## src/rtl/core/tdpt_pkg.sv

```systemverilog
// Shared command and status types for the trial-division prime test.
package tdpt_pkg;

    // Smallest divisor tried, and the step between odd divisors after it.
    localparam int FIRST_DIVISOR = 2;
    localparam int ODD_STEP      = 2;

    // Commands from the controller to the datapath.
    typedef struct packed {
        logic load;         // capture a new number and start the root search
        logic root_step;    // one digit of the floor square root
        logic div_start;    // begin a remainder pass with the current divisor
        logic div_step;     // one bit of the remainder pass
        logic next_div;     // advance to the next divisor
        logic set_verdict;  // store the verdict bit below
        logic verdict_val;  // verdict to store
        logic out_load;     // move the verdict into the output register
    } t_dp_cmd;

    // Status from the datapath to the controller.
    typedef struct packed {
        logic step_last;    // the step counter is on its final step
        logic rem_zero;     // the remainder being formed this cycle is zero
        logic below_two;    // number is negative, zero or one
        logic d_over;       // current divisor exceeds the floor square root
    } t_dp_status;

endpackage

```

## src/rtl/core/tdpt_datapath.sv

```systemverilog
// Datapath: floor square root, bit-serial remainder unit and divisor counter.
module tdpt_datapath #(
    parameter int VALUE_BITS = 32
) (
    input  logic                  i_clk,
    input  logic [VALUE_BITS-1:0] i_number,
    input  tdpt_pkg::t_dp_cmd     i_cmd,
    output tdpt_pkg::t_dp_status  o_status,
    output logic                  o_is_prime
);
    import tdpt_pkg::*;

    // Magnitude bits of a nonnegative number, root bits and counter bits.
    localparam int NB = VALUE_BITS - 1;
    localparam int RB = (NB + 1) / 2;
    localparam int DW = RB + 1;
    localparam int CW = $clog2(NB);
    localparam logic [NB-1:0] BIT_INIT = NB'(1) << (2 * (RB - 1));

    logic          r_neg;
    logic [NB-1:0] r_num;
    logic [NB-1:0] r_rx, n_rx;
    logic [NB-1:0] r_res, n_res;
    logic [NB-1:0] r_bit;
    logic [NB:0]   w_trial;
    logic [NB-1:0] r_sh;
    logic [RB-1:0] r_rem, n_rem;
    logic [RB:0]   w_part;
    logic [DW-1:0] r_div;
    logic [CW-1:0] r_cnt;
    logic          r_verdict;
    logic          r_out_bit;

    // One digit of the floor square root.
    always_comb begin
        w_trial = {1'b0, r_res} + {1'b0, r_bit};
        if ({1'b0, r_rx} >= w_trial) begin
            n_rx  = r_rx - w_trial[NB-1:0];
            n_res = (r_res >> 1) + r_bit;
        end else begin
            n_rx  = r_rx;
            n_res = r_res >> 1;
        end
    end

    // One restoring step of the remainder: bring down a bit, subtract if it fits.
    always_comb begin
        w_part = {r_rem, r_sh[NB-1]};
        if (w_part >= r_div) begin
            n_rem = RB'(w_part - r_div);
        end else begin
            n_rem = w_part[RB-1:0];
        end
    end

    // Number capture, root search, remainder pass and divisor sequence.
    always_ff @(posedge i_clk) begin
        if (i_cmd.load) begin
            r_neg <= i_number[VALUE_BITS-1];
            r_num <= i_number[NB-1:0];
            r_rx  <= i_number[NB-1:0];
            r_res <= '0;
            r_bit <= BIT_INIT;
            r_div <= DW'(FIRST_DIVISOR);
            r_cnt <= CW'(RB - 1);
        end
        if (i_cmd.root_step) begin
            r_rx  <= n_rx;
            r_res <= n_res;
            r_bit <= r_bit >> 2;
            r_cnt <= r_cnt - 1'b1;
        end
        if (i_cmd.div_start) begin
            r_sh  <= r_num;
            r_rem <= '0;
            r_cnt <= CW'(NB - 1);
        end
        if (i_cmd.div_step) begin
            r_sh  <= r_sh << 1;
            r_rem <= n_rem;
            r_cnt <= r_cnt - 1'b1;
        end
        if (i_cmd.next_div) begin
            if (r_div == DW'(FIRST_DIVISOR)) begin
                r_div <= DW'(FIRST_DIVISOR + 1);
            end else begin
                r_div <= r_div + DW'(ODD_STEP);
            end
        end
        if (i_cmd.set_verdict) begin
            r_verdict <= i_cmd.verdict_val;
        end
        if (i_cmd.out_load) begin
            r_out_bit <= r_verdict;
        end
    end

    // Status toward the controller; the root sits in the low bits of r_res.
    always_comb begin
        o_status.step_last = (r_cnt == '0);
        o_status.rem_zero  = (n_rem == '0);
        o_status.below_two = r_neg || (r_num < NB'(FIRST_DIVISOR));
        o_status.d_over    = (r_div > {1'b0, r_res[RB-1:0]});
    end

    assign o_is_prime = r_out_bit;

endmodule

```

## config.mk

```make
export PLATFORM = sky130hd
export DESIGN_NAME = tdpt_datapath
export DESIGN_NICKNAME = d
export VERILOG_FILES = /design/src/rtl/core/tdpt_pkg.sv /design/src/rtl/core/tdpt_datapath.sv
export SDC_FILE = /design/constraint.sdc
export NUM_CORES = 1
export LEC_CHECK = 0
export BUFFER_PORTS_ARGS = -buffer_cell sky130_fd_sc_hd__clkbuf_2
export CAP_MARGIN = 40
export CORE_ASPECT_RATIO = 0.7
export CORE_MARGIN = 3
export CORE_UTILIZATION = 61
export CTS_CLUSTER_SIZE = 16
export DETAILED_ROUTE_END_ITERATION = 6
export GPL_TIMING_DRIVEN = 0
export HOLD_SLACK_MARGIN = 0.15
export PLACE_DENSITY_LB_ADDON = 0.25
export SYNTH_ARGS = -nofsm -noshare
export SYNTH_HDL_FRONTEND = slang
export SYNTH_SLANG_ARGS = --single-unit
```

## constraint.sdc

```tcl
create_clock -name i_clk -period 6.6 [get_ports i_clk]
set_input_delay 0.33 -clock i_clk [delete_from_list [all_inputs] [get_ports i_clk]]
set_output_delay 0.33 -clock i_clk [all_outputs]
set_load 0.05 [all_outputs]
```

-- Word-level counts from Yosys, hierarchy flattened
Cells that the tools add are included.
- bits in registers: 181
- bits of input ports: 41
- output and inout port bits: 5
- $add $sub $neg: 6
- order comparisons: 4
- equality and inequality tests: 2
- mux-type cells: 20
- reductions and logical operators: 8
- operators by type and width (operator ; number):
    2-to-1 mux 31 bit ; 8
    2-to-1 mux 29 bit ; 2
    2-to-1 mux 17 bit ; 3
    2-to-1 mux 16 bit ; 3
    adder 31 x 31 -> 32 bit ; 1
    greater-or-equal comparator 31 x 32 -> 1 bit ; 1
    adder 30 x 31 -> 31 bit ; 1
    < comparator 31 x 2 -> 1 bit, second input constant ; 1
    subtractor 31 bit ; 1
    2-to-1 mux 5 bit ; 4
    adder 17 x 2 -> 17 bit, second input constant ; 1
    == test 17 x 2 -> 1 bit, second input constant ; 1
    greater-or-equal comparator 17 bit ; 1
    > comparator 17 x 16 -> 1 bit ; 1
    zero test 16 bit ; 1
    subtractor 16 bit ; 1
    nonzero test 2 bit ; 3
    zero test 5 bit ; 1
    subtractor 5 x 1 -> 5 bit, second input constant ; 1
    nonzero test 4 bit ; 1
    inequality test 2 x 1 -> 1 bit, second input constant ; 1
    AND reduction 2 bit ; 1
    logical OR 1 bit ; 1

-- Depth between registers and ports, before layout
Gate-level depths: netlist (run 1).
- depth after elaboration: 4
- gate-level depth with buffers: 21

-- Worst setup path before layout (run 1)
No wires, ideal clock.
- path type: reg2reg
- start point: reg r_res[2]
- end point: reg r_rx[0], enable pin
- arrival: 5.302 ns
- required time: 6.138 ns
- setup slack: 0.835 ns
- stages on the path, launching flop included: 20
- buffers on the path: 1
- clock period less this slack: 5.765 ns
- cells stage by stage: edfxtp_1 -> ha_1 -> a21o_1 -> a31oi_1 -> o31ai_1 -> a211o_1 -> a31oi_1 -> nor2_1 -> o21ai_0 -> xor2_1 -> ha_1 -> and4_4 -> nand2_2 -> or4_4 -> o311a_4 -> nand2_4 -> o21a_4 -> buf_2 -> nand2_1 -> o21ai_0
- word-level cells in the longest chain between the ends: 4
- ends and longest elaborated chain (element ; RTL line ; RTL):
    from (decl) ; tdpt_datapath.sv:23 ; logic [NB-1:0] r_res, n_res;
    from (signal assigned) ; tdpt_datapath.sv:69 ; r_res <= n_res;
    adder 31 x 31 -> 32 bit ; tdpt_datapath.sv:36 ; w_trial = {1'b0, r_res} + {1'b0, r_bit};
    greater-or-equal comparator 31 x 32 -> 1 bit ; tdpt_datapath.sv:37 ; if ({1'b0, r_rx} >= w_trial) begin
    inequality test 2 x 1 -> 1 bit (no line) ; - ;
    AND reduction 2 bit (no line) ; - ;
    to (signal assigned) ; tdpt_datapath.sv:61 ; r_rx <= i_number[NB-1:0];
    to (signal assigned) ; tdpt_datapath.sv:68 ; r_rx <= n_rx;
    to (decl) ; tdpt_datapath.sv:22 ; logic [NB-1:0] r_rx, n_rx;
Every way passes these cells.
A chain may end at the register's enable or synchronous reset.

-- Final worst setup path (run 1)
- start point: reg r_res[2]
- end point: reg r_rx[22], enable pin
Same word-level chain as after synthesis.

==> results of run 1 <==
cell families after synthesis:
logic type / synth area share
flops: 0.442
simple gates: 0.152
xor+xnor: 0.0687
buf+inv: 0.0286
compound gates: 0.173
fa+ha+maj: 0.105
mux: 0.0306
worst reg2reg max path, stage by stage, from the launching register on:
cell and delay [ns]:
edfxtp_1 0.49, ha_1 0.39, a21o_1 0.21, a31oi_1 0.29, o31ai_1 0.16, a211o_1 0.34, a31oi_1 0.23, nor2_1 0.06
o21ai_0 0.19, xor2_1 0.33, ha_1 0.32, and4_4 0.28, nand2_2 0.07, or4_4 0.54, a21oi_2 0.51, o21a_4 0.30
buf_2 0.28, nand2_1 0.17, o21ai_4 0.24, buf_16 0.23
worst paths after layout:
path                   from          to  cells past startpoint
hold reg to reg   r_verdict  o_is_prime                      0
setup reg to reg   r_res[2]    r_rx[22]                     19
setup / recovery   r_res[2]    r_rx[22]                     19
hold / removal     i_cmd[3]    r_div[0]                      2
area by class of cell:
| cell class | count | area [sq um] |
|---|---|---|
| clock buffers | 17 | 425 |
| clock inverters | 15 | 158 |
| flip-flops and latches | 181 | 5420 |
| multi-input cells | 926 | 6500 |
| inverters | 55 | 206 |
| fillers | 1382 | 5450 |
| repair buffers | 83 | 666 |
| well taps | 264 | 330 |
| plain buffers | 32 | 144 |
state kept, by name, indices dropped and copies added (netlist names):
signal      cells
r_num          31
r_res          31
r_rx           31
r_sh           31
r_div          17
r_bit          16
r_rem          16
r_cnt           5
o_is_prime      1
r_neg           1
r_verdict       1
power by group through the flow:
stage | registers (uW) | clock network [uW] | logic [uW]
2_1_floorplan | 1880 | 0 | 2920
3_3_place_gp | 1990 | 0 | 3580
3_5_place_dp | 1970 | 0 | 3720
4_1_cts | 1960 | 1050 | 3770
5_1_grt | 2000 | 1100 | 4230
6_report | 1980 | 1050 | 3860
cell usage after synthesis (all sizes together) (3+ instances only):
master,number,area share
a211o,6,0.0043
a211oi,22,0.013
a21boi,3,0.0018
a21o,26,0.016
a21oi,65,0.027
a22o,29,0.021
a22oi,4,0.0025
a311oi,3,0.0021
a31o,6,0.0043
a31oi,24,0.012
and2,20,0.010
and3,7,0.0036
buf,11,0.0053
clkbuf,21,0.0064
edfxtp,179,0.44
ha,100,0.10
inv,53,0.016
mux2,19,0.017
mux2i,16,0.013
nand2,94,0.030
nand2b,7,0.0036
nand3,27,0.011
nand3b,3,0.0018
nand4,20,0.010
nor2,113,0.035
nor2b,12,0.0061
nor3,25,0.010
nor3b,4,0.0025
nor4,20,0.010
o211ai,11,0.0067
o21a,10,0.0067
o21ai,58,0.025
o21bai,9,0.0055
o31a,7,0.0050
o31ai,9,0.0055
o41ai,3,0.0021
or2,8,0.0041
or3,12,0.0061
or4,6,0.0040
xnor2,60,0.043
xor2,36,0.026
timing repair:
action                                 CTS  global route
setup buffers                            0             0
endpoints found under the hold margin   35             0
hold buffers                            35             0
resized for setup                        0             0
layer usage:
metal / share of wire / GRT usage / routed length [um]
met1: 0.46 / 0.486 / 15400
met2: 0.41 / 0.416 / 13700
met3: 0.11 / 0.0774 / 3750
met4: 0.013 / 0.0708 / 433
met5: 0 / 0 / 0
per-stage QoR:
step,utilization,hold slack [ns],instances
6_report,0.718,0.219,1573
2_1_floorplan,-,0.400,1194
4_1_cts,0.718,0.205,1573
3_5_place_dp,0.669,0.419,1506
3_3_place_gp,0.663,0.407,1502
5_1_grt,0.718,0.200,1573
==> flow_metrics.env, run 1 <==
export IMPL_fmaxAchievable_ghz=0.168
export IMPL_cts_root_buf="clkbuf_16"
export IMPL_tightestPinTransition_ns=0.839
export IMPL_fp_coreArea_sq_um=19300
export IMPL_synth_distinct_cells=72
export IMPL_crit_path_max_fanout=23
export IMPL_synth_cells=1194
export IMPL_drc_errors=0
export IMPL_p_comb_frac=0.560
export IMPL_htreeDepth=4
export IMPL_critPathSlowestCell="or4_4"
export IMPL_fin_crit_sh=0.900
export IMPL_clkPwrFrac=0.152
export IMPL_max_slew_margin=0.441
export IMPL_io_buffer_count=44
export IMPL_synth_seq_area_share=0.442
export IMPL_dpl_instance_area_sq_um=12900
export IMPL_totalWireLength_mm=33.3
export IMPL_grt_overflow=0
export IMPL_worstPathRequired_ns=6.77
export IMPL_finClkSkew_ns=0.0186
export IMPL_min_path_type="in2reg"
export IMPL_drtIter0Drc=1527
export IMPL_async_reset_ff_frac=0
export IMPL_rsz0062_at_grt="no"
export IMPL_reg2reg_slack_ns=0.66
export IMPL_mostFrequentLayoutCells="edfxtp_1 (179), nor2_1 (113), ha_1 (100)"
export IMPL_antenna_found_initial=0
export IMPL_start_util=0.635
export IMPL_grt_pass1_wl_mm=51.8
export IMPL_leakage_uw=0.00544
export IMPL_nets=1439
export IMPL_globalplace_congestion=0.970
export IMPL_cp_slowest_stage_delay_ns=0.54
export IMPL_syn_nets=1337
export IMPL_rows=42
export IMPL_syn2layout_area_growth_pct=13.0
export IMPL_synth_flop_cell="edfxtp_1"
export IMPL_stdcell_area_sq_um=13800
export IMPL_cp_start_kind="flip-flop"
export IMPL_avgSynthCellArea_sq_um=10.3
export IMPL_vdd_drop_max_mv=0.239
export IMPL_path_delay_family="compound AO/OA/AOI/OAI gates"
export IMPL_syn_cell_area_sq_um=12200
export IMPL_drive_above_1_share=0.101
export IMPL_die_h_um=125
export IMPL_ys_warn_count=0
export IMPL_total_power_uw=6890
export IMPL_path_buf_inv=2
export IMPL_boundaryPins=46
export IMPL_intPower_uw=3840
export IMPL_cts_tree="done"
export IMPL_cts_inserted_buffers=17
export IMPL_cts_sinks=181
export IMPL_finalSetupTns_ns=0
export IMPL_grt_max_degree=35
export IMPL_dr_pass1_iters=6
export IMPL_viasPerCell=6.51
export IMPL_grt_usage=0.306
export IMPL_die_w_um=175
export IMPL_clk_pin_slew_ns=0.07
export IMPL_wire_per_inst_um=21.2
export IMPL_layout_cells_most_common="edfxtp_1"
export IMPL_cp_cell_sequence="ha_1 > a21o_1 > a31oi_1 > o31ai_1 > a211o_1 > a31oi_1 > nor2_1 > o21ai_0 > xor2_1 > ha_1 > and4_4 > nand2_2 > or4_4 > a21oi_2 > o21a_4 > buf_2 > nand2_1 > o21ai_4 > buf_16"
export IMPL_worst_slack_ns=0.663
export IMPL_synth_seq_cells=181
export IMPL_slew_viol_final=0
export IMPL_end_kind="flip-flop"
export IMPL_synth_edf_count=179
export IMPL_critPathArrivalTime_ns=6.10
export IMPL_setup_viol=0
export IMPL_dp_hpwl_mm=24.1
export IMPL_switching_power_uw=3050
export IMPL_status="finished clean"
export IMPL_cellPowerDensity_nw_per_um2=498
export IMPL_cts_max_path_buffers=2
export IMPL_min_period_ns=5.94
export IMPL_max_cap_violations=0
export IMPL_finalHoldViolCount=0
export IMPL_postRouteAntennaNets=0
export IMPL_path_class="reg2reg"
export IMPL_swShare=0.443
export IMPL_seqPwrFrac=0.288
export IMPL_dp_worst_setup_slack_ns=0.794
export IMPL_clkLatencyLatePin_ns=0.46
export IMPL_first_global_vias=9121
export IMPL_diodes=0
export IMPL_routed_via_count=10200
export IMPL_die_area_sq_um=21800
(Power assumes the default switching activity.)
==> run 2, diff against run 1 <==
--- a/config.mk
+++ b/config.mk
@@ -15,6 +15,7 @@
 export GPL_TIMING_DRIVEN = 0
 export HOLD_SLACK_MARGIN = 0.15
 export PLACE_DENSITY_LB_ADDON = 0.25
+export REMOVE_ABC_BUFFERS = 1
 export SYNTH_ARGS = -nofsm -noshare
 export SYNTH_HDL_FRONTEND = slang
 export SYNTH_SLANG_ARGS = --single-unit
==> run 2 against run 1 <==
Net effect: clock power increased by 4%; sequential power about the same; sequential share of layout area about the same; routed wire length decreased by 4.6%; first-iteration DRC count decreased by 9.2%; largest power group unchanged; flip-flop and latch count unchanged; cell count decreased by 1.7%; total power increased by 0.17%; worst setup slack improved by 0.035 ns; combinational power decreased by 1%; final area decreased by 0.11%; register-to-register slack improved by 0.04 ns.
==> flow_metrics.env, run 2 (synthesis gave the netlist of run 1 again) <==
export IMPL_die_area_sq_um=21800
export IMPL_fin_crit_sh=0.894
export IMPL_drive_above_1_share=0.103
export IMPL_status="finished clean"
export IMPL_totalWireLength_mm=31.8
export IMPL_seqPwrFrac=0.289
export IMPL_drc_errors=0
export IMPL_rsz0062_at_grt="no"
export IMPL_drtIter0Drc=1387
export IMPL_rows=42
export IMPL_cellPowerDensity_nw_per_um2=499
export IMPL_worstPathRequired_ns=6.75
export IMPL_routed_via_count=10000
export IMPL_nets=1412
export IMPL_critPathArrivalTime_ns=6.05
export IMPL_grt_max_degree=40
export IMPL_fp_coreArea_sq_um=19300
export IMPL_min_path_type="in2reg"
export IMPL_htreeDepth=4
export IMPL_ctsHoldBuffers=35
export IMPL_cts_root_buf="clkbuf_16"
export IMPL_finClkSkew_ns=0.0226
export IMPL_cts_tree="done"
export IMPL_placedCellCount=1479
export IMPL_switching_power_uw=3040
export IMPL_cp_cell_sequence="ha_1 > a21o_1 > a31oi_1 > o31ai_1 > a211o_1 > a31oi_1 > nor2_1 > o21ai_0 > xor2_1 > ha_1 > and4_4 > nand2_2 > or4_4 > a21oi_2 > o21a_4 > nand2_1 > o21ai_4 > buf_16"
export IMPL_min_period_ns=5.90
export IMPL_cts_resized=0
export IMPL_mostFrequentLayoutCells="edfxtp_1 (179), nor2_1 (112), ha_1 (100)"
export IMPL_cp_start_kind="flip-flop"
export IMPL_die_w_um=175
export IMPL_layout_cells_most_common="edfxtp_1"
export IMPL_dp_hpwl_mm=22.6
export IMPL_syn2layout_area_growth_pct=12.9
export IMPL_dr_pass1_iters=5
export IMPL_layout_cells_non_filler=1546
export IMPL_cts_inserted_buffers=17
export IMPL_grt_pass1_wl_mm=50.2
export IMPL_cts_max_path_buffers=2
export IMPL_crit_path_max_fanout=23
export IMPL_first_global_vias=9278
export IMPL_cp_slowest_stage_delay_ns=0.55
export IMPL_max_slew_margin=0.483
export IMPL_p_comb_frac=0.554
export IMPL_io_buffer_count=45
export IMPL_setup_viol=0
export IMPL_tightestPinTransition_ns=0.776
export IMPL_clkPwrFrac=0.157
export IMPL_vdd_drop_max_mv=0.329
export IMPL_start_util=0.635
export IMPL_max_cap_violations=0
export IMPL_diodes=0
export IMPL_clk_pin_slew_ns=0.07
export IMPL_path_class="reg2reg"
export IMPL_wire_per_inst_um=20.6
export IMPL_fin_hold_ws_ns=0.222
export IMPL_boundaryPins=46
export IMPL_die_h_um=125
export IMPL_finalHoldViolCount=0
export IMPL_clkLatencyLatePin_ns=0.46
export IMPL_antenna_found_initial=0
export IMPL_swShare=0.441
export IMPL_postRouteAntennaNets=0
export IMPL_critPathSlowestCell="or4_4"
export IMPL_grt_overflow=0
export IMPL_viasPerCell=6.48
export IMPL_slew_viol_final=0
export IMPL_globalplace_congestion=0.927
export IMPL_grt_usage=0.290
export IMPL_cts_setup_buffers=0
export IMPL_fmaxAchievable_ghz=0.169
export IMPL_end_kind="flip-flop"
export IMPL_cts_sinks=181
export IMPL_leakage_uw=0.00543
export IMPL_intPower_uw=3860
==> run 2: changes by cell type in the layout (fill, tap and decap cells not counted), sizes merged <==
cell,change
buf,-7
bufinv,+1
clkbuf,-19
clkinv,+2
clkinvlp,-2
inv,-2
==> run 2: final timing paths <==
path | from | to | slack, ns | cells past startpoint
setup / recovery | r_res[2] | r_rx[12] | 0.70 | 18
hold / removal | i_cmd[3] | r_div[0] | 0.22 | 2
hold reg to reg | r_verdict | o_is_prime | 0.44 | 0
setup reg to reg | r_res[2] | r_rx[12] | 0.70 | 18
==> run 2: cell type report <==
type / instances / area (sq um)
fillers: 1344 / 5460
flip-flops and latches: 181 / 5420
repair buffers: 88 / 741
clock buffers: 18 / 429
multi-input cells: 926 / 6520
clock inverters: 14 / 188
well taps: 264 / 330
inverters: 55 / 206
==> run 2: stage by stage <==
stage          TNS (ns)  instance area (sq um)  worst slack [ns]   util  power (uW)
3_5_place_dp          0                  12900             0.866  0.667        5650
3_3_place_gp     -13.02                  12700            -0.421  0.656        5490
2_1_floorplan         0                  12100             0.919      -        4740
5_1_grt               0                  13800             0.434  0.717        7340
4_1_cts               0                  13800             0.823  0.717        6780
6_report              0                  13800             0.698  0.717        6900
==> run 2: layer usage <==
| layer | GRT usage | share of wire |
|---|---|---|
| met5 | 0 | 0 |
| met4 | 0.0694 | 0.018 |
| met3 | 0.0637 | 0.11 |
| met2 | 0.407 | 0.42 |
| met1 | 0.455 | 0.46 |
==> run 2: critical path: cells and delay by family (launching register included) <==
kind,cells,cell delay [ns]
buffers and inverters,1,0.24
adders and majority gates,2,0.84
xor gates and xnor gates,1,0.11
and+or+nand+nor,5,1.16
DFF,1,0.49
AOI/OAI and AO/OA,9,2.71
==> run 2: power groups by stage <==
stage          logic, uW  clock network (uW)  registers (uW)
2_1_floorplan       2850                   0            1890
3_3_place_gp        3500                   0            2000
3_5_place_dp        3670                   0            1990
4_1_cts             3720                1090            1970
5_1_grt             4180                1140            2020
6_report            3820                1090            1990
==> run 3, diff against run 2 <==
--- a/config.mk
+++ b/config.mk
@@ -7,7 +7,6 @@
 export LEC_CHECK = 0
 export BUFFER_PORTS_ARGS = -buffer_cell sky130_fd_sc_hd__clkbuf_2
 export CAP_MARGIN = 40
-export CORE_ASPECT_RATIO = 0.7
 export CORE_MARGIN = 3
 export CORE_UTILIZATION = 61
 export CTS_CLUSTER_SIZE = 16
==> run 3 against run 2 <==
Net effect: largest cell class unchanged; critical path depth did not move; die area fell by 0.12%; critical path type unchanged; routed wire length fell by 6.7%; cell count did not move; via count fell by 2.6%.
==> flow_metrics.env, run 3 (synthesis gave the netlist of run 1 again) <==
export IMPL_drive_above_1_share=0.104
export IMPL_path_class="reg2reg"
export IMPL_finClkSkew_ns=0.0146
export IMPL_start_util=0.625
export IMPL_clkLatencyLatePin_ns=0.45
export IMPL_cts_max_path_buffers=2
export IMPL_critPathArrivalTime_ns=5.93
export IMPL_dpl_instance_area_sq_um=12800
export IMPL_nets=1411
export IMPL_setup_viol=0
export IMPL_tightestPinTransition_ns=0.909
export IMPL_die_area_sq_um=21800
export IMPL_reg2reg_from="r_res[2]"
export IMPL_fp_coreArea_sq_um=19600
export IMPL_totalWireLength_mm=29.7
export IMPL_clk_pin_slew_ns=0.07
export IMPL_wire_per_inst_um=19.2
export IMPL_stdcell_area_sq_um=13800
export IMPL_cts_tree="done"
export IMPL_worstPathRequired_ns=6.75
export IMPL_first_global_vias=9291
export IMPL_cts_sinks=181
export IMPL_drtIter0Drc=1007
export IMPL_max_cap_violations=0
export IMPL_cp_start_kind="flip-flop"
export IMPL_viasPerCell=6.32
export IMPL_cellPowerDensity_nw_per_um2=488
export IMPL_worst_slack_ns=0.817
export IMPL_rr_worst_depth=18
export IMPL_grt_pass1_wl_mm=47.9
export IMPL_slew_viol_final=0
export IMPL_vdd_drop_max_mv=0.266
export IMPL_finalHoldViolCount=0
export IMPL_crit_path_max_fanout=23
export IMPL_globalplace_congestion=0.929
export IMPL_diodes=0
export IMPL_min_period_ns=5.78
export IMPL_drc_errors=0
export IMPL_total_power_uw=6730
export IMPL_critPathSlowestCell="or4_4"
export IMPL_layout_cells_most_common="edfxtp_1"
export IMPL_reg2reg_slack_ns=0.82
export IMPL_dp_hpwl_mm=21.0
export IMPL_min_path_type="in2reg"
export IMPL_grt_overflow=0
export IMPL_cts_setup_buffers=0
export IMPL_rsz0062_at_grt="no"
export IMPL_htreeDepth=4
export IMPL_grt_usage=0.275
export IMPL_finish_utilization=0.704
export IMPL_io_buffer_count=45
export IMPL_fmaxAchievable_ghz=0.173
export IMPL_layout_cells_non_filler=1546
export IMPL_max_slew_margin=0.394
export IMPL_status="finished clean"
export IMPL_fin_crit_sh=0.876
export IMPL_placedCellCount=1479
export IMPL_rows=51
export IMPL_antenna_found_initial=0
export IMPL_die_h_um=148
export IMPL_boundaryPins=46
export IMPL_postRouteAntennaNets=0
export IMPL_end_kind="flip-flop"
export IMPL_dp_worst_setup_slack_ns=0.940
export IMPL_grt_max_degree=40
export IMPL_leakage_uw=0.00541
export IMPL_dr_pass1_iters=5
export IMPL_crit_path_end="r_rx[10]"
export IMPL_die_w_um=148
export IMPL_cp_startpoint="r_res[2]"
export IMPL_syn2layout_area_growth_pct=12.7
export IMPL_cts_root_buf="clkbuf_16"
export IMPL_cp_cell_sequence="ha_1 > a21o_1 > a31oi_1 > o31ai_1 > a211o_1 > a31oi_1 > nor2_1 > o21ai_0 > xor2_1 > ha_1 > and4_4 > nand2_2 > or4_4 > a21oi_2 > o21a_4 > nand2_1 > o21ai_4 > buf_16"
export IMPL_routed_via_count=9764
export IMPL_cts_inserted_buffers=17
export IMPL_cp_slowest_stage_delay_ns=0.54
export IMPL_r2r_end="r_rx[10]"
export IMPL_mostFrequentLayoutCells="edfxtp_1 (179), nor2_1 (112), ha_1 (100)"
-- run 3: repair_timing --
item,CTS,global route
hold endpoints to repair,35,0
hold buffers,35,0
gates resized for setup,0,0
-- run 3: how the worst min path moves through the flow --
stage	startpoint	slack, ns	endpoint	cells after the start
4_1_cts	i_cmd[3]	0.20	r_div[0]	2
2_1_floorplan	r_verdict	0.40	o_is_prime	0
3_5_place_dp	r_verdict	0.41	o_is_prime	0
3_3_place_gp	r_verdict	0.41	o_is_prime	0
6_report	i_cmd[3]	0.21	r_div[0]	2
5_1_grt	i_cmd[3]	0.23	r_div[0]	2
-- run 3: routing by layer --
metal,global-route usage,part of all wire,vias to the layer above
met4,0.0820,0.018,0
met3,0.0460,0.077,40
met2,0.419,0.45,417
li1,-,-,4680
met1,0.407,0.46,4627
met5,0,0,-
-- run 3: critical path, delay by kind of cell, from the launching register on --
kind                       cells  cell delay, ns
AOI/OAI and AO/OA              9            2.63
adders and majority gates      2            0.68
buffers and inverters          1            0.23
DFF                            1            0.48
xor gates and xnor gates       1            0.32
and+or+nand+nor                5            1.11
-- run 3: metrics by stage --
step / setup TNS [ns] / hold WS (ns)
finish: 0 / 0.213
floorplan: 0 / 0.400
global placement: -12.69 / 0.414
detailed placement: 0 / 0.415
global route: 0 / 0.229
CTS: 0 / 0.196
-- run 3: power by group --
group / internal, uW / leakage, uW / total [uW] / switching (uW)
clock network: 513 / 0.000290 / 1040 / 527
logic: 1570 / 0.00324 / 3720 / 2150
registers: 1700 / 0.00188 / 1970 / 270
-- run 3: layout make-up --
cell class,instances,area (sq um)
clock buffers,17,425
clock inverters,15,180
fillers,1394,5790
inverters,55,206
multi-input cells,926,6520
flip-flops and latches,181,5420
well taps,265,332
repair buffers,87,721
